$ cat config.mk
export PLATFORM = sky130hd
export DESIGN_NAME = ygcd_csr
export DESIGN_NICKNAME = d
export VERILOG_FILES = /design/src/ygcd_pkg.sv /design/src/ygcd_csr.sv
export SDC_FILE = /design/constraint.sdc
export NUM_CORES = 1
export LEC_CHECK = 0
export ABC_AREA = 1
export BUFFER_PORTS_ARGS = -buffer_cell sky130_fd_sc_hd__buf_2
export CORE_MARGIN = 8
export CORE_UTILIZATION = 44
export CTS_CLUSTER_DIAMETER = 120
export CTS_CLUSTER_SIZE = 8
export DETAILED_ROUTE_END_ITERATION = 8
export HOLD_SLACK_MARGIN = 0.08
export PLACE_DENSITY = 0.83
export SLEW_MARGIN = 20
export SYNTH_ARGS = -nofsm -noshare
export SYNTH_HDL_FRONTEND = slang
export SYNTH_SLANG_ARGS = --single-unit
export TNS_END_PERCENT = 20
$ cat constraint.sdc
create_clock -name clock -period 1 [get_ports clock]
set_input_delay 0.1 -clock clock [delete_from_list [all_inputs] [get_ports clock]]
set_output_delay 0.1 -clock clock [all_outputs]
set_load 0.01 [all_outputs]
$ cat src/ygcd_pkg.sv
// ----------------------------------------------------------------------------
// ygcd_pkg
// Shared types and constants of the grid cell decoder: register indexes,
// configuration record, sequencer operations and the control/status records.
// ----------------------------------------------------------------------------
package ygcd_pkg;

   localparam logic [6:0] MAX_CLASSES = 7'd80;

   // configuration register indexes
   localparam logic [2:0] REG_SCALE_LEVEL  = 3'd0;
   localparam logic [2:0] REG_ZERO_POINT   = 3'd1;
   localparam logic [2:0] REG_QUANT_SCALE  = 3'd2;
   localparam logic [2:0] REG_THRESHOLD_Q  = 3'd3;
   localparam logic [2:0] REG_CLASS_COUNT  = 3'd4;
   localparam logic [2:0] REG_FILTER_ON    = 3'd5;
   localparam logic [2:0] REG_CLASS_MASK   = 3'd6;

   typedef struct packed {
      logic [1:0]         scale_level;
      logic signed [7:0]  zero_point;
      logic [23:0]        quant_scale;
      logic signed [7:0]  threshold_q;
      logic [6:0]         class_count;
      logic               class_filter_on;
      logic [63:0]        class_mask;
   } cfg_type;

   localparam cfg_type CFG_RESET = '{
      scale_level:     2'd0,
      zero_point:      8'sd0,
      quant_scale:     24'd4096,
      threshold_q:     8'sd0,
      class_count:     7'd80,
      class_filter_on: 1'b0,
      class_mask:      64'd0
   };

   // anchor width/height pairs per scale level
   localparam logic [8:0] ANCHOR_TAB [0:2][0:5] = '{
      '{9'd10,  9'd13,  9'd16,  9'd30,  9'd33,  9'd23},
      '{9'd30,  9'd61,  9'd62,  9'd45,  9'd59,  9'd119},
      '{9'd116, 9'd90,  9'd156, 9'd198, 9'd373, 9'd326}
   };

   // datapath operations, one per sequencer step
   typedef enum logic [3:0] {
      OP_NONE,
      OP_MUL_C,
      OP_MUL_S,
      OP_ABS,
      OP_SQ,
      OP_AHI,
      OP_ALO,
      OP_WSUM,
      OP_POS,
      OP_SC_E,
      OP_SC_T,
      OP_SC_LO,
      OP_SC_HI,
      OP_SC_OUT
   } op_type;

   typedef struct packed {
      logic   accept;
      logic   load_out;
      logic   axis;
      op_type op;
   } cmd_type;

   typedef struct packed {
      logic last_class;
      logic keep;
   } status_type;

endpackage

$ cat src/ygcd_csr.sv
// ----------------------------------------------------------------------------
// ygcd_csr
// Configuration registers of the grid cell decoder, written one per request.
// ----------------------------------------------------------------------------
module ygcd_csr (
   input  logic                clock,
   input  logic                reset,
   input  logic                csr_valid,
   output logic                csr_ready,
   input  logic [2:0]          csr_index,
   input  logic [63:0]         csr_wdata,
   output ygcd_pkg::cfg_type   cfg
);

   ygcd_pkg::cfg_type cfg_ff;

   assign csr_ready = 1'b1;
   assign cfg       = cfg_ff;

   always_ff @(posedge clock) begin
      if (reset) begin
         cfg_ff <= ygcd_pkg::CFG_RESET;
      end else if (csr_valid) begin
         case (csr_index)
            ygcd_pkg::REG_SCALE_LEVEL: begin
               cfg_ff.scale_level <= csr_wdata[1:0];
            end
            ygcd_pkg::REG_ZERO_POINT: begin
               cfg_ff.zero_point <= csr_wdata[7:0];
            end
            ygcd_pkg::REG_QUANT_SCALE: begin
               cfg_ff.quant_scale <= csr_wdata[23:0];
            end
            ygcd_pkg::REG_THRESHOLD_Q: begin
               cfg_ff.threshold_q <= csr_wdata[7:0];
            end
            ygcd_pkg::REG_CLASS_COUNT: begin
               cfg_ff.class_count <= csr_wdata[6:0];
            end
            ygcd_pkg::REG_FILTER_ON: begin
               cfg_ff.class_filter_on <= csr_wdata[0];
            end
            ygcd_pkg::REG_CLASS_MASK: begin
               cfg_ff.class_mask <= csr_wdata;
            end
            default: begin
            end
         endcase
      end
   end

endmodule

==> impl_metrics.prom <==
# TYPE chip_impl_metric gauge
chip_impl_metric{name="maximum_capacitance_violations",unit=""} 0
chip_impl_info{name="clock_tree_from_tritoncts",value="built"} 1
chip_impl_metric{name="placement_rows",unit=""} 37
chip_impl_info{name="failed_checks",value="negative setup slack"} 1
chip_impl_metric{name="cts-htree-levels",unit=""} 4
chip_impl_metric{name="timing_hold_violations_final",unit=""} 0
chip_impl_metric{name="postLayoutSetupSlackWorst",unit="ns"} -0.0765
chip_impl_metric{name="ir_drop",unit="mV"} 1.10
chip_impl_metric{name="wl_per_cell",unit="um"} 16.6
chip_impl_metric{name="fillerInstances",unit=""} 624
chip_impl_metric{name="drive_gt1_frac",unit=""} 0.382
chip_impl_metric{name="synth_compound_area_frac",unit=""} 0.00107
chip_impl_metric{name="asyncSetResetFlopFracSynth",unit=""} 0
chip_impl_metric{name="vias_per_cell",unit=""} 5.05
chip_impl_metric{name="clock-sinks",unit=""} 114
chip_impl_metric{name="critPathRequiredTime",unit="ns"} 0.90
chip_impl_metric{name="drt_first_pass_iters",unit=""} 6
chip_impl_metric{name="syn_to_final_growth",unit="%"} 72.9
chip_impl_metric{name="post-dp-hpwl",unit="mm"} 9.72
chip_impl_metric{name="postLayoutCellArea",unit="um2"} 8080
chip_impl_metric{name="largest_register_ffs",unit=""} 114
chip_impl_metric{name="vias_in_the_first_global_route",unit=""} 5783
chip_impl_metric{name="worst-endpoint-arrival",unit="ns"} 0.98
chip_impl_metric{name="clk_latency",unit="ns"} 0.50
chip_impl_metric{name="clkSlewWorstSetupHoldPaths",unit="ns"} 0.06
chip_impl_metric{name="boundaryPins",unit=""} 185
chip_impl_metric{name="grt_usage",unit=""} 0.253
chip_impl_metric{name="powerDensity",unit="nW/um2"} 1550
chip_impl_info{name="rsz0062_at_grt",value="yes"} 1
chip_impl_info{name="synth_top_family_by_area",value="simple AND/OR/NAND/NOR gates"} 1
chip_impl_metric{name="cell_int_power",unit="mW"} 9.50
chip_impl_metric{name="path_buf_inv",unit=""} 1
chip_impl_metric{name="synth_sequential_area_ratio",unit=""} 0.488
chip_impl_metric{name="timing.fmax",unit="MHz"} 929
chip_impl_info{name="cp_cell_sequence",value="buf_6"} 1
chip_impl_info{name="crit_slowest_cell",value="sky130_fd_sc_hd__dfxtp_2"} 1
chip_impl_metric{name="place.gp.congestion",unit=""} 0.815
chip_impl_metric{name="timing_max_transition_violations_final",unit=""} 0
chip_impl_metric{name="netlist_area",unit="um2"} 4670
chip_impl_metric{name="start_util",unit=""} 0.453
chip_impl_metric{name="period_minus_slack",unit="ns"} 1.08
chip_impl_metric{name="power_frac_clock",unit=""} 0.476
chip_impl_metric{name="seqPwrFrac",unit=""} 0.387
chip_impl_metric{name="drtIter0Drc",unit=""} 617
chip_impl_info{name="yosys.cell_count.top_type",value="sky130_fd_sc_hd__nor2_1"} 1
chip_impl_metric{name="die_area",unit="um2"} 14200
chip_impl_metric{name="synth_simple_gate_area_share",unit=""} 0.411
chip_impl_metric{name="postRouteAntennaNets",unit=""} 0
chip_impl_metric{name="netlist-cell-type-count",unit=""} 15
chip_impl_info{name="worst_hold_path_type",value="in -> reg"} 1
chip_impl_metric{name="worstPathMaxFanout",unit=""} 2
chip_impl_info{name="outcome",value="finished, violations left"} 1
chip_impl_metric{name="place.port_buffers",unit=""} 183
chip_impl_metric{name="ys_seq_elements",unit=""} 114
chip_impl_info{name="critical_path.endpoint_type",value="output pin"} 1
chip_impl_metric{name="maximum_number_of_pins_on_one_net_before_global_route_repair",unit=""} 58
chip_impl_info{name="synthTopCellsByCount",value="227 x sky130_fd_sc_hd__nor2_1, 125 x sky130_fd_sc_hd__nand2_1, 114 x sky130_fd_sc_hd__dfxtp_1, 114 x sky130_fd_sc_hd__nand3_1, 67 x sky130_fd_sc_hd__inv_1"} 1
chip_impl_metric{name="detailroute.via_count",unit=""} 5605
chip_impl_metric{name="muxShareOfSynthArea",unit=""} 0
chip_impl_metric{name="antenna_found_initial",unit=""} 1
chip_impl_info{name="yosys_most_used_dff",value="sky130_fd_sc_hd__dfxtp_1"} 1
chip_impl_metric{name="total_switching_power",unit="mW"} 3.06
chip_impl_metric{name="synth_adder_area_share",unit=""} 0
chip_impl_metric{name="synthesis.yosys.warnings",unit=""} 0
chip_impl_metric{name="final_min_period_over_clock_period",unit=""} 1.08
chip_impl_metric{name="number_of_endpoints_failing_setup_at_the_final_stage",unit=""} 115
chip_impl_metric{name="grt.overflow.total",unit=""} 0
chip_impl_metric{name="power.share.switching",unit=""} 0.244
chip_impl_metric{name="static-leakage-power",unit="nW"} 3.92
chip_impl_metric{name="core_area",unit="um2"} 10300
chip_impl_metric{name="power.share.combinational",unit=""} 0.137
chip_impl_metric{name="placed_cell_area",unit="um2"} 5920
chip_impl_metric{name="wire_length_of_the_first_global_routing_pass",unit="mm"} 29.2
chip_impl_metric{name="cts_inserted_buffers",unit=""} 17
chip_impl_metric{name="final_net_count",unit=""} 1031
chip_impl_metric{name="syn-instance-count",unit=""} 698
chip_impl_metric{name="clock-skew-final",unit="ns"} 0
chip_impl_metric{name="register_area",unit="um2"} 2420
chip_impl_info{name="critPathTopFamily",value="flip-flops"} 1
chip_impl_metric{name="cp_slowest_stage_delay",unit="ns"} 0.36
chip_impl_info{name="setup.worst_path.class",value="reg -> out"} 1
chip_impl_metric{name="route.detailed.drc",unit=""} 0
chip_impl_metric{name="die-height",unit="um"} 119
chip_impl_info{name="synth.area.top_cells",value="sky130_fd_sc_hd__dfxtp_1 49%, sky130_fd_sc_hd__nor2_1 18%, sky130_fd_sc_hd__nand3_1 12%"} 1
chip_impl_metric{name="yosysTopAreaCellShare",unit=""} 0.488
chip_impl_info{name="synth_area_leader_cell",value="sky130_fd_sc_hd__dfxtp_1"} 1
chip_impl_metric{name="multi_input_area",unit="um2"} 1950
chip_impl_info{name="cts-root-buf",value="sky130_fd_sc_hd__clkbuf_8"} 1
chip_impl_metric{name="synth_enable_flop_cells",unit=""} 0
chip_impl_info{name="setup.worst_path.start_class",value="flip-flop"} 1
chip_impl_metric{name="synth_nets",unit=""} 768
chip_impl_metric{name="utilization_after_layout",unit=""} 0.783
chip_impl_metric{name="wirelength",unit="mm"} 18.4
chip_impl_metric{name="syn-mean-instance-area",unit="um2"} 6.70
chip_impl_metric{name="post_synth_xor_area_fraction",unit=""} 0
chip_impl_metric{name="clockBufferDepth",unit=""} 2
chip_impl_metric{name="die_w",unit="um"} 119
## final cells by class
type,count,share of cell area
antenna,1,0.000310
clock buffer,21,0.0556
clock inverter,10,0.0166
inverter,71,0.0331
multi-input combinational,472,0.241
sequential,114,0.300
tap,136,0.0210
timing repair buffer,285,0.332
## cell usage in the layout, fill, tap and decap left out, drive strengths merged
cell         synthesis  layout
nor2               231     231
buf                 33     219
bufinv               0       3
clkinv               1       6
clkinvlp             0       2
a21oi                1       1
conb                 1       1
dfxtp              114     114
nand3              114     114
nand2              125     125
clkbuf               8      21
dlygate4sd3          0      66
diode                0       1
inv                 70      70
## final timing paths
path	startpoint	to	slack [ns]	depth (start not counted)
setup / recovery	cfg[29]$_SDFFE_PP0P_	cfg[29]	-0.08	1
hold / removal	csr_index[2]	cfg[112]$_SDFFE_PP0P_	0.14	6
hold reg to reg	cfg[83]$_SDFFE_PP0P_	cfg[83]$_SDFFE_PP0P_	0.48	2
setup reg to reg	cfg[30]$_SDFFE_PP0P_	cfg[30]$_SDFFE_PP0P_	0.22	3
## power by group through the flow
stage	Clock [mW]	Sequential, mW	Combinational (mW)
5_1_grt	6.27	4.88	1.86
3_3_place_gp	0	4.87	1.23
4_1_cts	6.06	4.85	1.62
2_1_floorplan	0	4.95	0.613
3_5_place_dp	0	4.88	1.24
6_report	5.98	4.87	1.72
## repair_timing
| item | in CTS | in global routing |
|---|---|---|
| endpoints found under the setup margin | 114 | 121 |
| gates resized for setup | 229 | 2 |
| pin swaps | 0 | 0 |
| setup buffers | 1 | 6 |
| hold buffers | 66 | 0 |
| hold endpoints to repair | 114 | 0 |
## layer usage
metal	GRT usage	wire length, um	vias to the layer above
met5	0	0	-
met4	0.130	651	0
met3	0.0874	1590	53
li1	-	-	2645
met2	0.441	9260	302
met1	0.264	6910	2605
## logic make-up (layout without fill, tap and decap cells)
family	after synthesis	in the layout
other	1	2
DFF	114	114
buffers and inverters	112	387
and+or+nand+nor	470	470
AOI/OAI and AO/OA	1	1
## per-stage QoR
step,hold slack (ns),setup WS (ns),cells,power (mW),TNS (ns)
global route,0.203,-0.107,1110,13.0,-9.03
global placement,0.311,-0.0633,1005,6.10,-2.08
CTS,0.0984,-0.0855,1103,12.5,-7.66
detailed placement,0.324,-0.117,1005,6.12,-4.05
floorplan,0.213,0.0890,698,5.57,0
finish,0.141,-0.0765,1110,12.6,-4.43
No activity file was read; power rests on OpenSTA's default activity.
