`config.mk`:
```
export PLATFORM = sky130hd
export DESIGN_NAME = ygcd_dp
export DESIGN_NICKNAME = d
export VERILOG_FILES = /design/src/ygcd_pkg.sv /design/src/ygcd_dp.sv
export SDC_FILE = /design/constraint.sdc
export NUM_CORES = 2
export LEC_CHECK = 0
export BUFFER_PORTS_ARGS = -buffer_cell sky130_fd_sc_hd__buf_2
export CAP_MARGIN = 20
export CORE_MARGIN = 4
export CORE_UTILIZATION = 45
export CTS_CLUSTER_SIZE = 40
export DETAILED_ROUTE_END_ITERATION = 7
export PLACE_DENSITY = 0.71
export SYNTH_ARGS = -nofsm -noshare
export SYNTH_HDL_FRONTEND = slang
export SYNTH_SLANG_ARGS = --single-unit
```
`constraint.sdc`:
```
create_clock -name clock -period 15.15 [get_ports clock]
set_clock_uncertainty 0.05 [all_clocks]
set_input_delay 0.7575 -clock clock [delete_from_list [all_inputs] [get_ports clock]]
set_output_delay 0.7575 -clock clock [all_outputs]
set_load 0.01 [all_outputs]
```
`src/ygcd_pkg.sv`:
```
// ----------------------------------------------------------------------------
// ygcd_pkg
// Shared types and constants of the grid cell decoder: register indexes,
// configuration record, sequencer operations and the control/status records.
// ----------------------------------------------------------------------------
package ygcd_pkg;

   localparam logic [6:0] MAX_CLASSES = 7'd80;

   // configuration register indexes
   localparam logic [2:0] REG_SCALE_LEVEL  = 3'd0;
   localparam logic [2:0] REG_ZERO_POINT   = 3'd1;
   localparam logic [2:0] REG_QUANT_SCALE  = 3'd2;
   localparam logic [2:0] REG_THRESHOLD_Q  = 3'd3;
   localparam logic [2:0] REG_CLASS_COUNT  = 3'd4;
   localparam logic [2:0] REG_FILTER_ON    = 3'd5;
   localparam logic [2:0] REG_CLASS_MASK   = 3'd6;

   typedef struct packed {
      logic [1:0]         scale_level;
      logic signed [7:0]  zero_point;
      logic [23:0]        quant_scale;
      logic signed [7:0]  threshold_q;
      logic [6:0]         class_count;
      logic               class_filter_on;
      logic [63:0]        class_mask;
   } cfg_type;

   localparam cfg_type CFG_RESET = '{
      scale_level:     2'd0,
      zero_point:      8'sd0,
      quant_scale:     24'd4096,
      threshold_q:     8'sd0,
      class_count:     7'd80,
      class_filter_on: 1'b0,
      class_mask:      64'd0
   };

   // anchor width/height pairs per scale level
   localparam logic [8:0] ANCHOR_TAB [0:2][0:5] = '{
      '{9'd10,  9'd13,  9'd16,  9'd30,  9'd33,  9'd23},
      '{9'd30,  9'd61,  9'd62,  9'd45,  9'd59,  9'd119},
      '{9'd116, 9'd90,  9'd156, 9'd198, 9'd373, 9'd326}
   };

   // datapath operations, one per sequencer step
   typedef enum logic [3:0] {
      OP_NONE,
      OP_MUL_C,
      OP_MUL_S,
      OP_ABS,
      OP_SQ,
      OP_AHI,
      OP_ALO,
      OP_WSUM,
      OP_POS,
      OP_SC_E,
      OP_SC_T,
      OP_SC_LO,
      OP_SC_HI,
      OP_SC_OUT
   } op_type;

   typedef struct packed {
      logic   accept;
      logic   load_out;
      logic   axis;
      op_type op;
   } cmd_type;

   typedef struct packed {
      logic last_class;
      logic keep;
   } status_type;

endpackage

```
`src/ygcd_dp.sv`:
```
// ----------------------------------------------------------------------------
// ygcd_dp
// Datapath: per-cell raw values and running class argmax, one shared
// 30x30 signed multiplier with its step registers, result staging and the
// output register.
// ----------------------------------------------------------------------------
module ygcd_dp (
   input  logic                   clock,
   input  logic                   reset,
   input  ygcd_pkg::cfg_type      cfg,
   input  ygcd_pkg::cmd_type      cmd,
   output ygcd_pkg::status_type   status,
   input  logic signed [7:0]      req_raw_value,
   input  logic [6:0]             req_channel,
   input  logic [1:0]             req_anchor_index,
   input  logic [6:0]             req_cell_row,
   input  logic [6:0]             req_cell_col,
   output logic signed [15:0]     rsp_box_left,
   output logic signed [15:0]     rsp_box_top,
   output logic [14:0]            rsp_box_width,
   output logic [14:0]            rsp_box_height,
   output logic signed [17:0]     rsp_score,
   output logic [6:0]             rsp_class_id,
   output logic [1:0]             rsp_anchor_out
);

   function automatic logic signed [8:0] zdiff(input logic signed [7:0] q,
                                               input logic signed [7:0] zp);
      zdiff = {q[7], q} - {zp[7], zp};
   endfunction

   function automatic logic signed [15:0] sat_s16(input logic signed [30:0] v);
      if (v > 31'sd32767) begin
         sat_s16 = 16'sh7fff;
      end else if (v < -31'sd32768) begin
         sat_s16 = 16'sh8000;
      end else begin
         sat_s16 = v[15:0];
      end
   endfunction

   function automatic logic signed [17:0] sat_s18(input logic signed [41:0] v);
      if (v > 42'sd131071) begin
         sat_s18 = 18'sh1ffff;
      end else if (v < -42'sd131072) begin
         sat_s18 = 18'sh20000;
      end else begin
         sat_s18 = v[17:0];
      end
   endfunction

   // per-cell state
   logic signed [7:0]  box_x_ff, box_y_ff, box_w_ff, box_h_ff;
   logic signed [7:0]  obj_ff, best_ff;
   logic [6:0]         best_idx_ff;
   logic [6:0]         row_ff, col_ff;
   logic [1:0]         anchor_ff;

   // step registers
   logic signed [59:0] prod_ff;
   logic signed [34:0] center_ff, center_in;
   logic [28:0]        m_ff, m_in;
   logic [19:0]        mlo_ff;
   logic [49:0]        w_ff, w_in;
   logic signed [16:0] thi_ff;
   logic [47:0]        acc_ff;

   // staged result
   logic signed [15:0] stage_left_ff, stage_top_ff;
   logic [14:0]        stage_width_ff, stage_height_ff;
   logic signed [17:0] stage_score_ff;

   // output register
   logic signed [15:0] out_left_ff, out_top_ff;
   logic [14:0]        out_width_ff, out_height_ff;
   logic signed [17:0] out_score_ff;
   logic [6:0]         out_class_ff;
   logic [1:0]         out_anchor_ff;

   logic [6:0]         cnt_eff;
   logic [6:0]         ch_limit;
   logic [1:0]         lvl;
   logic [8:0]         anc;
   logic signed [7:0]  q_center, q_size;
   logic [6:0]         grid_idx;
   logic signed [8:0]  zd_center, zd_size, zd_best, zd_obj;
   logic signed [29:0] mul_a, mul_b;
   logic signed [59:0] prod_in;
   logic               mul_en;
   logic signed [34:0] two_d;
   logic [34:0]        mag;
   logic signed [51:0] center_sh, pos_sum;
   logic [49:0]        size_sum;
   logic signed [15:0] pos_val;
   logic [14:0]        size_val;
   logic [48:0]        frac_sum;
   logic signed [41:0] score_sum;
   logic               obj_ok, best_ok, class_ok;

   assign cnt_eff  = (cfg.class_count == 7'd0) ? 7'd1 :
                     (cfg.class_count > ygcd_pkg::MAX_CLASSES) ? ygcd_pkg::MAX_CLASSES :
                     cfg.class_count;
   assign ch_limit = cnt_eff + 7'd5;
   assign lvl      = (cfg.scale_level == 2'd3) ? 2'd2 : cfg.scale_level;
   assign anc      = ygcd_pkg::ANCHOR_TAB[lvl][{anchor_ff, cmd.axis}];

   assign q_center = cmd.axis ? box_y_ff : box_x_ff;
   assign q_size   = cmd.axis ? box_h_ff : box_w_ff;
   assign grid_idx = cmd.axis ? row_ff : col_ff;

   assign zd_center = zdiff(q_center, cfg.zero_point);
   assign zd_size   = zdiff(q_size, cfg.zero_point);
   assign zd_best   = zdiff(best_ff, cfg.zero_point);
   assign zd_obj    = zdiff(obj_ff, cfg.zero_point);

   // decision for the finished cell
   assign obj_ok   = !(obj_ff < $signed(cfg.threshold_q));
   assign best_ok  = best_ff > $signed(cfg.threshold_q);
   assign class_ok = !cfg.class_filter_on ||
                     (!best_idx_ff[6] && cfg.class_mask[best_idx_ff[5:0]]);

   assign status.last_class = (req_channel == cnt_eff + 7'd4);
   assign status.keep       = obj_ok && best_ok && class_ok;

   // accumulate the cell
   always_ff @(posedge clock) begin
      if (reset) begin
         box_x_ff    <= '0;
         box_y_ff    <= '0;
         box_w_ff    <= '0;
         box_h_ff    <= '0;
         obj_ff      <= '0;
         best_ff     <= '0;
         best_idx_ff <= '0;
      end else if (cmd.accept) begin
         if (req_channel == 7'd0) begin
            box_x_ff <= req_raw_value;
         end else if (req_channel == 7'd1) begin
            box_y_ff <= req_raw_value;
         end else if (req_channel == 7'd2) begin
            box_w_ff <= req_raw_value;
         end else if (req_channel == 7'd3) begin
            box_h_ff <= req_raw_value;
         end else if (req_channel == 7'd4) begin
            obj_ff <= req_raw_value;
         end else if (req_channel < ch_limit) begin
            // first class restarts the argmax; a tie keeps the earlier class
            if (req_channel == 7'd5 || req_raw_value > best_ff) begin
               best_ff     <= req_raw_value;
               best_idx_ff <= req_channel - 7'd5;
            end
         end
      end
   end

   always_ff @(posedge clock) begin
      if (cmd.accept) begin
         row_ff    <= req_cell_row;
         col_ff    <= req_cell_col;
         anchor_ff <= (req_anchor_index == 2'd3) ? 2'd2 : req_anchor_index;
      end
   end

   // shared multiplier operand select
   always_comb begin
      mul_a  = '0;
      mul_b  = '0;
      mul_en = 1'b0;
      case (cmd.op)
         ygcd_pkg::OP_MUL_C: begin
            mul_a  = {{21{zd_center[8]}}, zd_center};
            mul_b  = {6'd0, cfg.quant_scale};
            mul_en = 1'b1;
         end
         ygcd_pkg::OP_MUL_S: begin
            mul_a  = {{21{zd_size[8]}}, zd_size};
            mul_b  = {6'd0, cfg.quant_scale};
            mul_en = 1'b1;
         end
         ygcd_pkg::OP_SQ: begin
            mul_a  = {1'b0, m_ff};
            mul_b  = {1'b0, m_ff};
            mul_en = 1'b1;
         end
         ygcd_pkg::OP_AHI: begin
            mul_a  = {9'd0, prod_ff[56:36]};
            mul_b  = {21'd0, anc};
            mul_en = 1'b1;
         end
         ygcd_pkg::OP_ALO: begin
            mul_a  = {10'd0, mlo_ff};
            mul_b  = {21'd0, anc};
            mul_en = 1'b1;
         end
         ygcd_pkg::OP_SC_E: begin
            mul_a  = {{21{zd_best[8]}}, zd_best};
            mul_b  = {{21{zd_obj[8]}}, zd_obj};
            mul_en = 1'b1;
         end
         ygcd_pkg::OP_SC_T: begin
            mul_a  = {{13{prod_ff[16]}}, prod_ff[16:0]};
            mul_b  = {6'd0, cfg.quant_scale};
            mul_en = 1'b1;
         end
         ygcd_pkg::OP_SC_LO: begin
            mul_a  = {6'd0, prod_ff[23:0]};
            mul_b  = {6'd0, cfg.quant_scale};
            mul_en = 1'b1;
         end
         ygcd_pkg::OP_SC_HI: begin
            mul_a  = {{13{thi_ff[16]}}, thi_ff};
            mul_b  = {6'd0, cfg.quant_scale};
            mul_en = 1'b1;
         end
         default: begin
         end
      endcase
   end

   assign prod_in = mul_a * mul_b;

   // center: 2*d - 1/2 + cell, Q20
   assign two_d     = $signed({prod_ff[32], prod_ff[32:0], 1'b0});
   assign center_in = two_d - 35'sd524288 + $signed({8'd0, grid_idx, 20'd0});

   // size magnitude, clamped to 256.0
   assign mag  = two_d[34] ? 35'(-two_d) : 35'(two_d);
   assign m_in = (mag > 35'd268435456) ? 29'h1000_0000 : mag[28:0];

   assign w_in = (cmd.op == ygcd_pkg::OP_ALO) ? {prod_ff[29:0], 20'd0}
                                              : w_ff + {21'd0, prod_ff[28:0]};

   // position and size rounding
   always_comb begin
      case (lvl)
         2'd0:    center_sh = {{17{center_ff[34]}}, center_ff} <<< 8;
         2'd1:    center_sh = {{17{center_ff[34]}}, center_ff} <<< 9;
         default: center_sh = {{17{center_ff[34]}}, center_ff} <<< 10;
      endcase
   end

   assign pos_sum  = center_sh - $signed({2'b00, w_ff}) + 52'sd1048576;
   assign pos_val  = sat_s16(pos_sum[51:21]);
   assign size_sum = w_ff + 50'd524288;
   assign size_val = (|size_sum[49:35]) ? 15'h7fff : size_sum[34:20];

   // score: t*S split as hi*S + round(lo*S / 2^24)
   assign frac_sum  = {1'b0, acc_ff} + 49'd8388608;
   assign score_sum = $signed({prod_ff[40], prod_ff[40:0]}) + $signed({17'd0, frac_sum[48:24]});

   always_ff @(posedge clock) begin
      if (mul_en) begin
         prod_ff <= prod_in;
      end
      case (cmd.op)
         ygcd_pkg::OP_MUL_S: center_ff <= center_in;
         ygcd_pkg::OP_ABS:   m_ff      <= m_in;
         ygcd_pkg::OP_AHI:   mlo_ff    <= prod_ff[35:16];
         ygcd_pkg::OP_ALO:   w_ff      <= w_in;
         ygcd_pkg::OP_WSUM:  w_ff      <= w_in;
         ygcd_pkg::OP_POS: begin
            if (cmd.axis) begin
               stage_top_ff    <= pos_val;
               stage_height_ff <= size_val;
            end else begin
               stage_left_ff   <= pos_val;
               stage_width_ff  <= size_val;
            end
         end
         ygcd_pkg::OP_SC_LO:  thi_ff         <= prod_ff[40:24];
         ygcd_pkg::OP_SC_HI:  acc_ff         <= prod_ff[47:0];
         ygcd_pkg::OP_SC_OUT: stage_score_ff <= sat_s18(score_sum);
         default: begin
         end
      endcase
   end

   always_ff @(posedge clock) begin
      if (cmd.load_out) begin
         out_left_ff   <= stage_left_ff;
         out_top_ff    <= stage_top_ff;
         out_width_ff  <= stage_width_ff;
         out_height_ff <= stage_height_ff;
         out_score_ff  <= stage_score_ff;
         out_class_ff  <= best_idx_ff;
         out_anchor_ff <= anchor_ff;
      end
   end

   assign rsp_box_left   = out_left_ff;
   assign rsp_box_top    = out_top_ff;
   assign rsp_box_width  = out_width_ff;
   assign rsp_box_height = out_height_ff;
   assign rsp_score      = out_score_ff;
   assign rsp_class_id   = out_class_ff;
   assign rsp_anchor_out = out_anchor_ff;

endmodule

```
==> flow_summary.toml <==
[placement]
gp_congestion = 0.996
dp_slack_ns = 1.64
place_area_mm2 = 0.0643
port_buffers = 244
post-dp-hpwl_mm = 150
dp_cells = 8251

[clocking]
root_buffer = "clkbuf_16"
cts-buffers-inserted = 51
clkSlewWorstSetupHoldPaths_ns = 0.08
htreeDepth = 2
clk_path_buf_depth = 3
cts_sinks = 471
post_cts_resized = 0
cts_hold_buf = 0
post_cts_buffers = 0
cts_tree = "yes"
clock_latency_ns = 0.61

[die]
die_y_um = 376
dieArea_mm2 = 0.141
num_io_pins = 245
core-area_mm2 = 0.134
die_width_um = 376
rows = 134
start_util_pct = 45.4

[synth]
async_flop_share_pct = 0
seq_area_frac_synth_pct = 22.4
yosysMostFrequentCell = "inv_1"
netlist_top_cells_count = "1,182 x inv_1, 933 x fa_1, 744 x nand2_1, 614 x nor2_1, 416 x edfxtp_1"
ys_warn_count = 0
ys_types = 99
ys_dominant_reg_cell = "edfxtp_1"
post-synth-top-area-cell = "fa_1"
avgSynthCellArea_um2 = 9.50
syn_inst = 6396
synth_nets = 7894
synth_edf_count = 416
synth_top_area_share_pct = 30.7
netlist_area_mm2 = 0.0608
yosys_register_bits = 471
synth_area_leaders = "fa_1 31%, edfxtp_1 21%, ha_1 8.5%"

[cells_and_area]
final_cell_count_no_fill = 8351
final_nets = 8037
area_delta_synth_final_pct = 8.58
postLayoutCellArea_mm2 = 0.0660
drive_above_1_share_pct = 8.53
fillCellCount = 12400
multiInputGateArea_mm2 = 0.0419
regArea_mm2 = 0.0136

[worst_setup_path]
rrSetupSlack_ns = 2.22
critPathSlowestCell = "o2111a_1"
critPathMostFrequentCell = "fa_1"
worstPathRequired_ns = 15.44
max_stage_delay_ns = 0.68
arrival_ns = 13.37
start_kind = "input port"
cp_max_fo = 24
end_kind = "flip-flop"
worst-setup-path-type = "in2reg"

[timing]
fin_crit_sh_pct = 86.4
worstMarginPinSlew_ns = 1.22
finalHoldViolations = 0
period_needed_ns = 13.09
maxSlewHeadroom_pct = 18.2
clock.fmax_ghz = 0.0764
rsz0062_at_grt = "false"
hold_slack_ns = 0.275
finalSetupTns_ns = 0
maxSlewViolCount = 0
finalSetupViolations = 0
setup_ws_ns = 2.06

[power_and_ir_drop]
switching_share_pct = 50.2
leakage_nw = 30.7
switchingPower_mw = 5.66
comb_power_share_pct = 70.7
p_per_area_mw_per_mm2 = 171
power.sequential.fraction_pct = 18.1
ir_drop_mv = 0.181
power.internal_mw = 5.61
clkPwrFrac_pct = 11.1

[grt]
grt.total_usage_pct = 27.1
overflow = 0
grt_pass1_vias = 49300
antenna_found_initial = 11
grt_pass1_wl_mm = 293
grt_max_degree = 83

[routing]
drc = 0
vias = 47500
wl_per_cell_um = 22.8
ant_nets = 0
viasPerCell = 5.69
routed_wl_mm = 191
first_pass_iters = 7
drt_iter0_drc = 4441

[hold_path]
hold_path.class = "in2reg"

[outcome]
status = "finished clean"

[flow_run]
cap_violations = 0
## sequential cells by signal, summed over array words and instances, names as in the netlist, 17 cells and up
name            cells
rsp_score          18
center_ff          34
w_ff               50
stage_score_ff     18
m_ff               28
prod_ff            57
acc_ff             25
mlo_ff             20
thi_ff             17
## area by class of cell
class,count,share of cell area [%]
Multi-Input combinational cell,4465,63.5
Inverter,1182,6.72
Antenna cell,5,0.0190
Clock inverter,34,0.485
Tap cell,1768,3.35
Sequential cell,471,20.6
Clock buffer,58,2.04
Timing Repair Buffer,368,3.33
## power by group through the flow
| stage | Clock (mW) | Sequential [mW] | Combinational (mW) |
|---|---|---|---|
| floorplan | 0 | 2.00 | 5.63 |
| global placement | 0 | 2.06 | 7.64 |
| detailed placement | 0 | 2.06 | 7.82 |
| CTS | 1.28 | 2.04 | 7.87 |
| global route | 1.33 | 2.05 | 8.87 |
| finish | 1.26 | 2.04 | 7.98 |
## per-stage QoR
stage	total power, mW	utilization [%]
2_1_floorplan	7.63	-
3_3_place_gp	9.71	48.0
3_5_place_dp	9.89	48.0
4_1_cts	11.2	49.3
5_1_grt	12.2	49.3
6_report	11.3	49.3
## logic make-up after synthesis
logic type                 Yosys count  synth area share, %
xor gates and xnor gates           271                 3.90
DFF                                471                 22.4
buffers and inverters             1460                 9.08
AOI/OAI and AO/OA                  848                 9.16
and+or+nand+nor                   1863                 13.5
muxes                              139                 2.75
adders and majority gates         1344                 39.2
## per-layer routing
layer | track usage (%) | up-vias | wire (um)
met5 | 0 | - | 41
met4 | 12.6 | 6 | 10900
met3 | 7.37 | 588 | 21200
met2 | 44.0 | 2430 | 87600
met1 | 33.7 | 23700 | 71100
li1 | - | 20900 | -
## worst max-delay path, delay by kind of cell
| family | cells | cell delay [ns] |
|---|---|---|
| adders and majority gates | 10 | 4.61 |
| and+or+nand+nor | 5 | 1.67 |
| buffers and inverters | 6 | 1.40 |
| xor gates and xnor gates | 1 | 0.12 |
| AOI/OAI and AO/OA | 15 | 4.40 |
| muxes | 1 | 0.38 |
## path summary, 6_finish.rpt
path | start | to | cells after the start
min reg2reg | stage_width_ff[2] | rsp_box_width[2] | 0
max reg2reg | obj_ff[0] | prod_ff[56] | 40
min | req_cell_col[3] | col_ff[3] | 1
max | cmd[4] | prod_ff[56] | 38
## layout by cell type (no fill, tap or decap), types with 96 or more instances in the layout
| cell | count |
|---|---|
| nand3_1 | 96 |
| edfxtp_1 | 416 |
| inv_1 | 1182 |
| ha_1 | 411 |
| a21oi_1 | 204 |
| nor2_1 | 607 |
| xnor2_1 | 188 |
| buf_2 | 243 |
| buf_4 | 121 |
| fa_1 | 933 |
| a21o_1 | 97 |
| mux2i_1 | 102 |
| nand2_1 | 744 |
| o21ai_0 | 196 |
Power figures use the tool's default switching activity.
