[config.mk]
export PLATFORM = sky130hd
export DESIGN_NAME = ygcd_ctrl
export DESIGN_NICKNAME = d
export VERILOG_FILES = /design/src/ygcd_pkg.sv /design/src/ygcd_ctrl.sv
export SDC_FILE = /design/constraint.sdc
export NUM_CORES = 1
export LEC_CHECK = 0
export BUFFER_PORTS_ARGS = -buffer_cell sky130_fd_sc_hd__buf_2
export CAP_MARGIN = 15
export CORE_AREA = 2 2 39 41
export CTS_CLUSTER_DIAMETER = 60
export CTS_CLUSTER_SIZE = 16
export DETAILED_ROUTE_END_ITERATION = 8
export DIE_AREA = 0 0 41 43
export GPL_ROUTABILITY_DRIVEN = 1
export SKIP_CTS_REPAIR_TIMING = 1
export SLEW_MARGIN = 20
export SYNTH_ARGS = -nofsm -noshare
export SYNTH_HDL_FRONTEND = slang
export SYNTH_SLANG_ARGS = --single-unit
[constraint.sdc]
create_clock -name clock -period 1.35 [get_ports clock]
set_clock_uncertainty 0.15 [all_clocks]
set_input_delay 0.27 -clock clock [delete_from_list [all_inputs] [get_ports clock]]
set_output_delay 0.27 -clock clock [all_outputs]
set_load 0.005 [all_outputs]
[src/ygcd_pkg.sv]
// ----------------------------------------------------------------------------
// ygcd_pkg
// Shared types and constants of the grid cell decoder: register indexes,
// configuration record, sequencer operations and the control/status records.
// ----------------------------------------------------------------------------
package ygcd_pkg;

   localparam logic [6:0] MAX_CLASSES = 7'd80;

   // configuration register indexes
   localparam logic [2:0] REG_SCALE_LEVEL  = 3'd0;
   localparam logic [2:0] REG_ZERO_POINT   = 3'd1;
   localparam logic [2:0] REG_QUANT_SCALE  = 3'd2;
   localparam logic [2:0] REG_THRESHOLD_Q  = 3'd3;
   localparam logic [2:0] REG_CLASS_COUNT  = 3'd4;
   localparam logic [2:0] REG_FILTER_ON    = 3'd5;
   localparam logic [2:0] REG_CLASS_MASK   = 3'd6;

   typedef struct packed {
      logic [1:0]         scale_level;
      logic signed [7:0]  zero_point;
      logic [23:0]        quant_scale;
      logic signed [7:0]  threshold_q;
      logic [6:0]         class_count;
      logic               class_filter_on;
      logic [63:0]        class_mask;
   } cfg_type;

   localparam cfg_type CFG_RESET = '{
      scale_level:     2'd0,
      zero_point:      8'sd0,
      quant_scale:     24'd4096,
      threshold_q:     8'sd0,
      class_count:     7'd80,
      class_filter_on: 1'b0,
      class_mask:      64'd0
   };

   // anchor width/height pairs per scale level
   localparam logic [8:0] ANCHOR_TAB [0:2][0:5] = '{
      '{9'd10,  9'd13,  9'd16,  9'd30,  9'd33,  9'd23},
      '{9'd30,  9'd61,  9'd62,  9'd45,  9'd59,  9'd119},
      '{9'd116, 9'd90,  9'd156, 9'd198, 9'd373, 9'd326}
   };

   // datapath operations, one per sequencer step
   typedef enum logic [3:0] {
      OP_NONE,
      OP_MUL_C,
      OP_MUL_S,
      OP_ABS,
      OP_SQ,
      OP_AHI,
      OP_ALO,
      OP_WSUM,
      OP_POS,
      OP_SC_E,
      OP_SC_T,
      OP_SC_LO,
      OP_SC_HI,
      OP_SC_OUT
   } op_type;

   typedef struct packed {
      logic   accept;
      logic   load_out;
      logic   axis;
      op_type op;
   } cmd_type;

   typedef struct packed {
      logic last_class;
      logic keep;
   } status_type;

endpackage

[src/ygcd_ctrl.sv]
// ----------------------------------------------------------------------------
// ygcd_ctrl
// Controller: takes requests, checks a finished cell, steps the shared
// multiplier datapath through the box and score sequence, loads the result.
// ----------------------------------------------------------------------------
module ygcd_ctrl (
   input  logic                   clock,
   input  logic                   reset,
   input  logic                   req_valid,
   output logic                   req_ready,
   output logic                   rsp_valid,
   input  logic                   rsp_ready,
   input  ygcd_pkg::status_type   status,
   output ygcd_pkg::cmd_type      cmd
);

   typedef enum logic [1:0] {ST_IDLE, ST_CHECK, ST_RUN, ST_EMIT} state_type;

   state_type         state_ff, state_in;
   ygcd_pkg::op_type  op_ff, op_in;
   logic              axis_ff, axis_in;
   logic              rsp_valid_ff, rsp_valid_in;
   logic              accept;
   logic              load_out;

   always_comb begin
      accept       = req_valid && (state_ff == ST_IDLE);
      load_out     = (state_ff == ST_EMIT) && (!rsp_valid_ff || rsp_ready);
      state_in     = state_ff;
      op_in        = op_ff;
      axis_in      = axis_ff;
      rsp_valid_in = rsp_valid_ff;
      if (rsp_valid_ff && rsp_ready) begin
         rsp_valid_in = 1'b0;
      end
      if (load_out) begin
         rsp_valid_in = 1'b1;
      end
      case (state_ff)
         ST_IDLE: begin
            if (accept && status.last_class) begin
               state_in = ST_CHECK;
            end
         end
         ST_CHECK: begin
            if (status.keep) begin
               state_in = ST_RUN;
               op_in    = ygcd_pkg::OP_MUL_C;
               axis_in  = 1'b0;
            end else begin
               state_in = ST_IDLE;
            end
         end
         ST_RUN: begin
            case (op_ff)
               ygcd_pkg::OP_MUL_C:  op_in = ygcd_pkg::OP_MUL_S;
               ygcd_pkg::OP_MUL_S:  op_in = ygcd_pkg::OP_ABS;
               ygcd_pkg::OP_ABS:    op_in = ygcd_pkg::OP_SQ;
               ygcd_pkg::OP_SQ:     op_in = ygcd_pkg::OP_AHI;
               ygcd_pkg::OP_AHI:    op_in = ygcd_pkg::OP_ALO;
               ygcd_pkg::OP_ALO:    op_in = ygcd_pkg::OP_WSUM;
               ygcd_pkg::OP_WSUM:   op_in = ygcd_pkg::OP_POS;
               ygcd_pkg::OP_POS: begin
                  // after the x axis repeat for y, after y go on to the score
                  if (axis_ff) begin
                     op_in = ygcd_pkg::OP_SC_E;
                  end else begin
                     op_in   = ygcd_pkg::OP_MUL_C;
                     axis_in = 1'b1;
                  end
               end
               ygcd_pkg::OP_SC_E:   op_in = ygcd_pkg::OP_SC_T;
               ygcd_pkg::OP_SC_T:   op_in = ygcd_pkg::OP_SC_LO;
               ygcd_pkg::OP_SC_LO:  op_in = ygcd_pkg::OP_SC_HI;
               ygcd_pkg::OP_SC_HI:  op_in = ygcd_pkg::OP_SC_OUT;
               ygcd_pkg::OP_SC_OUT: begin
                  op_in    = ygcd_pkg::OP_NONE;
                  state_in = ST_EMIT;
               end
               default: begin
                  op_in    = ygcd_pkg::OP_NONE;
                  state_in = ST_IDLE;
               end
            endcase
         end
         ST_EMIT: begin
            if (load_out) begin
               state_in = ST_IDLE;
            end
         end
         default: begin
            state_in = ST_IDLE;
         end
      endcase
   end

   always_ff @(posedge clock) begin
      if (reset) begin
         state_ff     <= ST_IDLE;
         op_ff        <= ygcd_pkg::OP_NONE;
         axis_ff      <= 1'b0;
         rsp_valid_ff <= 1'b0;
      end else begin
         state_ff     <= state_in;
         op_ff        <= op_in;
         axis_ff      <= axis_in;
         rsp_valid_ff <= rsp_valid_in;
      end
   end

   assign req_ready    = (state_ff == ST_IDLE);
   assign rsp_valid    = rsp_valid_ff;
   assign cmd.accept   = accept;
   assign cmd.load_out = load_out;
   assign cmd.axis     = axis_ff;
   assign cmd.op       = op_ff;

endmodule

==> results.json, run 1 <==
{
  "status": "complete, but fails checks",
  "violations": "negative setup slack",
  "total_power_mw": 0.495,
  "drt_iter0_drc": 4,
  "grt_pass1_vias": 415,
  "path_class": "flop to primary output",
  "dr.pass1.iters": 2,
  "synth_area_um2": 487,
  "synthArstFlopShare_pct": 0,
  "final_util_pct": 43.6,
  "fillerInstances": 149,
  "worst_slew_pin_slew_ns": 0.279,
  "grt_usage_pct": 15.0,
  "post_route_cells_drive_above_1_share_pct": 47.3,
  "placed_area_um2": 542,
  "wirelength_um": 1050,
  "synth_top_area_share_pct": 32.9,
  "vias_per_cell": 5.04,
  "timing.final.ws_setup_ns": -0.0314,
  "antenna_cells": 0,
  "synth_edf_count": 0,
  "port_buffers": 14,
  "cts_tree": "done",
  "place_congestion": 0.760,
  "synth_adder_area_share_pct": 0,
  "insertion_delay_ns": 0.26,
  "startpoint_type": "flop",
  "dieWidth_um": 41,
  "fin_area_um2": 603,
  "placementRows": 14,
  "area_growth_pct": 23.9,
  "synth_cell_types": 28,
  "finalNetCount": 82,
  "die_h_um": 43,
  "h-tree-depth": 1,
  "worstPathArrival_ns": 0.96,
  "max_slew_margin_pct": 81.2,
  "synth_top_family_by_area": "simple AND/OR/NAND/NOR gates",
  "initial_utilization_pct": 35.2,
  "crit_path_max_fanout": 5,
  "pin_count": 15,
  "syn_avg_cell_area_um2": 7.98,
  "synth_top_area_cell": "dfxtp_1",
  "setup_viol": 1,
  "multi_input_area_um2": 285,
  "seq_area_frac_synth_pct": 32.9,
  "clock-root-buffer": "clkbuf_4",
  "vias": 454,
  "ir_worst_vdd_v": 0.000364,
  "rsz0062_at_grt": "true",
  "dp_cells": 86,
  "yosys.area_share.xor_xnor_pct": 0,
  "hold_ws_ns": 0.0847,
  "power_density_nw_per_um2": 820,
  "min_path_type": "input port to flop",
  "fin_crit_sh_pct": 102,
  "dp_hpwl_um": 717,
  "fin_cells": 90,
  "synth_fp_nets": 67,
  "overflow": 0,
  "finalMaxSlewViolations": 0,
  "fp.dieArea_um2": 1760,
  "route.detailed.drc": 0,
  "clock-sinks": 8,
  "synthMuxAreaShare_pct": 0,
  "min_period_ns": 1.38,
  "grt_max_degree": 12,
  "synth_compound_area_share_pct": 18.8,
  "seqCellArea_um2": 173,
  "synth-main-ff-cell": "dfxtp_1",
  "fin_tns_setup_ns": -0.0314,
  "synth_area_leaders": "dfxtp_1, nor3_2, buf_4",
  "path_clk_slew_ns": 0.06,
  "yosys.area_share.simple_pct": 37.3,
  "worstPathRequired_ns": 0.93,
  "wl_per_cell_um": 11.7,
  "yosysWarnings": 0,
  "p_leak_nw": 0.247,
  "antenna_found_initial": 0,
  "hold_viol": 0,
  "post-place-ws_ns": 0.102,
  "clock_path_buffers": 2,
  "cts_made_buffers": 3,
  "drv_cap": 0,
  "grt_pass1_wl_um": 1750,
  "fmax_mhz": 724,
  "ant_nets": 0,
  "crit_path_end_kind": "primary output",
  "synth_seq_cells": 8,
  "design.core.area_um2": 1380,
  "synthCells": 61
}
[area by class of cell]
class / count / share of cell area [%]
clock buffers: 3 / 3.73
multi-input cells: 45 / 47.3
well taps: 16 / 3.32
flip-flops and latches: 8 / 28.6
repair buffers: 17 / 16.4
inverters: 1 / 0.622
[layer usage]
metal | global-route usage [%] | vias up | part of all wire [%]
met5 | 0 | - | 0
met4 | 10.0 | 0 | 1.5
met3 | 4.71 | 2 | 6.1
met2 | 18.1 | 12 | 46
met1 | 21.8 | 203 | 47
li1 | - | 237 | -
[cell usage after synthesis, types with 2 or more instances]
cell and instances:
nand2b_1 4, o21ai_0 2, nor2_1 8, a21oi_1 4, nand2_1 4, dfxtp_1 8, buf_4 4, nor2b_1 2
nand4b_1 2, nor3_1 2, a31oi_1 2, nor3_2 3
[critical path, cell delays in order, from the launching register on]
cell	delay (ns)
dfxtp_4	0.36
nor2_4	0.10
and2_4	0.15
buf_6	0.08
[power breakdown]
group / total [mW] / internal (mW) / switching [mW]
Clock: 0.201 / 0.103 / 0.0985
Combinational: 0.0486 / 0.0266 / 0.0221
Sequential: 0.244 / 0.237 / 0.00724
Total: 0.495 / 0.367 / 0.128
[cells in the final DEF (no fill, tap or decap)]
| cell type | count |
|---|---|
| a21o_1 | 1 |
| a21oi_1 | 4 |
| a31oi_1 | 2 |
| a32o_1 | 1 |
| a32oi_1 | 1 |
| and2_4 | 1 |
| and2b_2 | 1 |
| and3_1 | 1 |
| buf_2 | 13 |
| buf_4 | 3 |
| buf_6 | 1 |
| clkbuf_4 | 3 |
| dfxtp_1 | 2 |
| dfxtp_2 | 4 |
| dfxtp_4 | 2 |
| inv_1 | 1 |
| nand2_1 | 3 |
| nand2_2 | 2 |
| nand2b_1 | 4 |
| nand3b_1 | 1 |
| nand4b_1 | 2 |
| nor2_1 | 7 |
| nor2_4 | 1 |
| nor2b_1 | 2 |
| nor3_1 | 2 |
| nor3_2 | 3 |
| nor4_1 | 1 |
| o21ai_0 | 1 |
| o21ai_1 | 2 |
| o21ai_2 | 1 |
| o41ai_1 | 1 |
[final timing paths]
| path | slack (ns) | depth (start not counted) | to | startpoint |
|---|---|---|---|---|
| worst max-delay path | -0.03 | 3 | cmd[6] | state_ff[0]$_SDFFE_PP0P_ |
| worst min-delay path | 0.08 | 3 | state_ff[0]$_SDFFE_PP0P_ | status[1] |
| worst max register to register | 0.09 | 4 | state_ff[1]$_SDFFE_PP0P_ | state_ff[0]$_SDFFE_PP0P_ |
| worst min register to register | 0.36 | 2 | axis_ff$_SDFFE_PP0P_ | axis_ff$_SDFFE_PP0P_ |
[flip-flops by register name (all words and copies together) (netlist names)]
name and count:
axis_ff 1, op_ff 4, rsp_valid 1, state_ff 2
[logic make-up after synthesis]
group,count (synthesis)
compound gates,14
buf+inv,8
flops,8
simple gates,31
Power figures use the tool's default switching activity.
==> inputs of run 2 (changes only) <==
clock period = 1.2 ns   (was 1.35 ns; I/O delays follow)
==> run 2 against run 1 <==
Compared with the run above:
- the run still ends with negative setup slack left
- combinational power rose by 61%
- non-clock buffer count rose by 7
- first-iteration DRC count rose to 2.5 times the previous value
- sequential share of layout area fell by 3.5 points
- cell count rose by 7.8%
- global-route usage rose by 0.10 points
- critical path depth did not move
- worst setup slack got worse by 0.11 ns
==> results.json, run 2 (synthesis results as in run 1) <==
{
  "h-tree-depth": 1,
  "p_leak_nw": 0.296,
  "path_clk_slew_ns": 0.06,
  "grt_usage_pct": 15.1,
  "power_density_nw_per_um2": 761,
  "rsz0062_at_grt": "true",
  "clock_path_buffers": 2,
  "fin_cells": 97,
  "fin_crit_sh_pct": 111,
  "status": "complete, but fails checks",
  "clock-sinks": 8,
  "startpoint": "state_ff[0]$_SDFFE_PP0P_",
  "dp_cells": 90,
  "crit_path_max_incr_delay_ns": 0.36,
  "cp.depth": 3,
  "setup_viol": 7,
  "fp.dieArea_um2": 1760,
  "top_register": "op_ff",
  "startpoint_type": "flop",
  "finalNetCount": 89,
  "min_from": "status[1]",
  "wl_per_cell_um": 11.9,
  "hold_viol": 0,
  "crit_path_end_kind": "primary output",
  "grt_max_degree": 11,
  "post_route_cells_drive_above_1_share_pct": 60.5,
  "min_period_ns": 1.34,
  "post-place-ws_ns": -0.0316,
  "reg2regPathDepth": 4,
  "final_cell_mix": "buf_2, buf_4, nor2_1",
  "finalMaxSlewViolations": 0,
  "path_cells": "nor2_4 > and2_4 > buf_6",
  "route.detailed.drc": 0,
  "path_class": "flop to primary output",
  "min_path_type": "input port to flop",
  "initial_utilization_pct": 35.2,
  "dp_hpwl_um": 773,
  "area_growth_pct": 50.4,
  "dieWidth_um": 41,
  "critPathBufInv": 1,
  "max_slew_margin_pct": 78.9,
  "grt_pass1_vias": 432,
  "vias": 511,
  "port_buffers": 14,
  "violations": "negative setup slack",
  "place_congestion": 0.758,
  "die_h_um": 43,
  "top_regs": "op_ff x4, state_ff x2",
  "clock-root-buffer": "clkbuf_4",
  "drt_iter0_drc": 10,
  "worstPathArrival_ns": 0.95,
  "timing.final.ws_setup_ns": -0.137,
  "endpoint": "cmd[6]",
  "vias_per_cell": 5.27,
  "insertion_delay_ns": 0.25,
  "r2r_slack_ns": -0.05,
  "design.core.area_um2": 1380,
  "dr.pass1.iters": 4,
  "fin_tns_setup_ns": -0.403,
  "layout_commonest_cell": "buf_2",
  "critPathSlowestCell": "dfxtp_4",
  "pin_count": 15,
  "ir_worst_vdd_v": 0.000441,
  "drv_cap": 0,
  "cts_tree": "done",
  "ant_nets": 0,
  "overflow": 0,
  "cts_made_buffers": 3,
  "cp_top_family": "flip-flops",
  "worstPathRequired_ns": 0.81,
  "total_power_mw": 0.557,
  "largest_register_ffs": 4,
  "antenna_found_initial": 0,
  "rr_startpoint": "state_ff[0]$_SDFFE_PP0P_",
  "reg2reg_to": "state_ff[1]$_SDFFE_PP0P_",
  "worst_slew_pin_slew_ns": 0.314,
  "fmax_mhz": 748,
  "grt_pass1_wl_um": 1810,
  "placementRows": 14,
  "antenna_cells": 0,
  "crit_path_max_fanout": 5,
  "wirelength_um": 1150
}
[run 2: cell count changes in the layout (fill, tap and decap cells not counted), sizes merged]
cell,before,now
buf,17,24
[run 2: tightest hold or removal path: stages]
cell	delay (ns)
buf_2	0.09
nand2_1	0.04
a21oi_1	0.05
[run 2: report_power, final]
| group | internal [mW] | switching (mW) | total [mW] |
|---|---|---|---|
| clock | 0.115 | 0.0978 | 0.213 |
| sequential | 0.259 | 0.00686 | 0.266 |
| combinational | 0.0458 | 0.0323 | 0.0782 |
[run 2: metal layers]
metal	global-route usage, %	share of wire [%]	vias to the layer above
met3	3.14	6.3	2
li1	-	-	258
met1	20.5	43	232
met5	0	0	-
met2	20.6	50	19
met4	10.0	0.87	0
[run 2: through the flow]
step	utilization (%)	hold slack, ns	area, µm²
final	52.9	0.0641	732
after global routing	52.9	0.0609	732
after CTS	42.9	0.0712	594
after detailed placement	41.3	0.346	572
after global placement	41.3	0.351	572
after floorplan	-	0.230	487
[run 2: worst min path at each step]
stage | to | slack (ns) | cells past startpoint
6_report | state_ff[0]$_SDFFE_PP0P_ | 0.06 | 3
3_5_place_dp | state_ff[0]$_SDFFE_PP0P_ | 0.35 | 3
4_1_cts | state_ff[0]$_SDFFE_PP0P_ | 0.07 | 3
2_1_floorplan | state_ff[0]$_SDFFE_PP0P_ | 0.23 | 2
3_3_place_gp | rsp_valid$_SDFFE_PP0P_ | 0.35 | 2
5_1_grt | state_ff[0]$_SDFFE_PP0P_ | 0.06 | 3
[run 2: cell type report]
cell class,count,area (µm²)
multi-input combinational,45,324
inverter,1,3.75
fill,135,652
tap,16,20.0
clock buffer,3,22.5
timing repair buffer,24,178
sequential,8,184
==> inputs of run 3 (changes only) <==
clock period = 1.5 ns   (was 1.2 ns; I/O delays follow)
==> run 3 against run 2 <==
Compared with the run above:
- register-to-register slack gained 0.26 ns
- via count decreased by 12%
- routed wire length fell by 17%
- utilization down 13 points
- cell count shrank 10%
- critical path type unchanged
- worst setup slack improved by 0.20 ns
- sequential power shrank 17%
- the run now ends clean
- first-iteration DRC count is 50% lower
- cell area is 25% lower
- sequential cell count stayed put
- sequential share of layout area grew 4.0 points
- hold slack better by 0.078 ns
==> results.json, run 3 (synthesis results as in run 1) <==
{
  "top_register": "op_ff",
  "antenna_found_initial": 0,
  "path_clk_slew_ns": 0.06,
  "crit_path_max_fanout": 12,
  "grt_pass1_wl_um": 1600,
  "dr.pass1.iters": 5,
  "worstPathRequired_ns": 1.05,
  "grt_usage_pct": 13.5,
  "startpoint_type": "flop",
  "fin_tns_setup_ns": 0,
  "cts_made_buffers": 3,
  "max_slew_margin_pct": 74.2,
  "critPathSlowestCell": "dfxtp_1",
  "route.detailed.drc": 0,
  "design.core.area_um2": 1380,
  "total_power_mw": 0.421,
  "initial_utilization_pct": 35.2,
  "ant_nets": 0,
  "wl_per_cell_um": 11.0,
  "power_density_nw_per_um2": 766,
  "place_congestion": 0.761,
  "dieWidth_um": 41,
  "finalNetCount": 79,
  "drv_cap": 0,
  "rsz0062_at_grt": "false",
  "largest_register_ffs": 4,
  "placementRows": 14,
  "grt_pass1_vias": 385,
  "hold_ws_ns": 0.142,
  "pin_count": 15,
  "p_leak_nw": 0.222,
  "wirelength_um": 956,
  "clock-sinks": 8,
  "overflow": 0,
  "worstPathArrival_ns": 0.99,
  "min_period_ns": 1.44,
  "ir_worst_vdd_v": 0.000345,
  "cts_tree": "done",
  "h-tree-depth": 1,
  "post-place-ws_ns": 0.225,
  "clock-root-buffer": "clkbuf_4",
  "crit_path_max_incr_delay_ns": 0.55,
  "die_h_um": 43,
  "finalMaxSlewViolations": 0,
  "min_path_type": "input port to flop",
  "worst_slew_pin_slew_ns": 0.386,
  "timing.final.ws_setup_ns": 0.0632,
  "hold_viol": 0,
  "final_cell_mix": "buf_2, nor2_1, dfxtp_1",
  "drt_iter0_drc": 5,
  "fp.dieArea_um2": 1760,
  "final_util_pct": 39.7,
  "path_cells": "buf_2",
  "status": "complete, no violations",
  "area_growth_pct": 12.9,
  "fin_crit_sh_pct": 95.8,
  "setup_viol": 0,
  "vias": 451,
  "critPathBufInv": 1,
  "path_class": "flop to primary output",
  "dp_hpwl_um": 705,
  "crit_path_end_kind": "primary output",
  "post_route_cells_drive_above_1_share_pct": 32.4,
  "port_buffers": 14,
  "layout_commonest_cell": "buf_2",
  "grt_max_degree": 13,
  "cp_top_family": "flip-flops",
  "clock_path_buffers": 2,
  "insertion_delay_ns": 0.25,
  "top_regs": "op_ff x4, state_ff x2",
  "fmax_mhz": 696,
  "antenna_cells": 0,
  "vias_per_cell": 5.18
}
[run 3: changes by cell type in the layout (fill, tap and decap cells not counted), moves of 2 or more]
cell | previous run | this run
buf_4 | 8 | 0
dfxtp_1 | 1 | 8
buf_6 | 6 | 0
dfxtp_4 | 6 | 0
buf_2 | 10 | 14
o21ai_0 | 0 | 2
[run 3: layout make-up]
type | instances | area (µm²)
fill | 153 | 835
multi-input combinational | 45 | 273
sequential | 8 | 160
timing repair buffer | 14 | 70.1
clock buffer | 3 | 22.5
tap | 16 | 20.0
inverter | 1 | 3.75
[run 3: worst paths after layout]
kind | cells past startpoint | slack [ns] | startpoint | end
worst max-delay path | 1 | 0.06 | op_ff[0]$_SDFFE_PP0P_ | cmd[0]
worst min-delay path | 3 | 0.14 | status[1] | state_ff[0]$_SDFFE_PP0P_
worst max register to register | 4 | 0.21 | op_ff[3]$_SDFFE_PP0P_ | state_ff[1]$_SDFFE_PP0P_
worst min register to register | 2 | 0.37 | axis_ff$_SDFFE_PP0P_ | axis_ff$_SDFFE_PP0P_
[run 3: power by group]
| group | internal [mW] | switching (mW) |
|---|---|---|
| logic | 0.0167 | 0.0174 |
| clock network | 0.0916 | 0.0731 |
| registers | 0.216 | 0.00613 |
| total | 0.324 | 0.0966 |
[run 3: per-layer routing]
metal  vias to the layer above  wire [µm]  GRT usage (%)
met3                         2         62           3.14
met1                       201        456           19.3
met4                         0         18           10.0
met5                         -          0              0
li1                        236          -              -
met2                        12        419           16.9
[run 3: stage by stage]
step / std cells / cell area, µm²
after detailed placement: 84 / 527
after floorplan: 61 / 487
after global routing: 87 / 549
after CTS: 87 / 549
final: 87 / 549
after global placement: 84 / 527
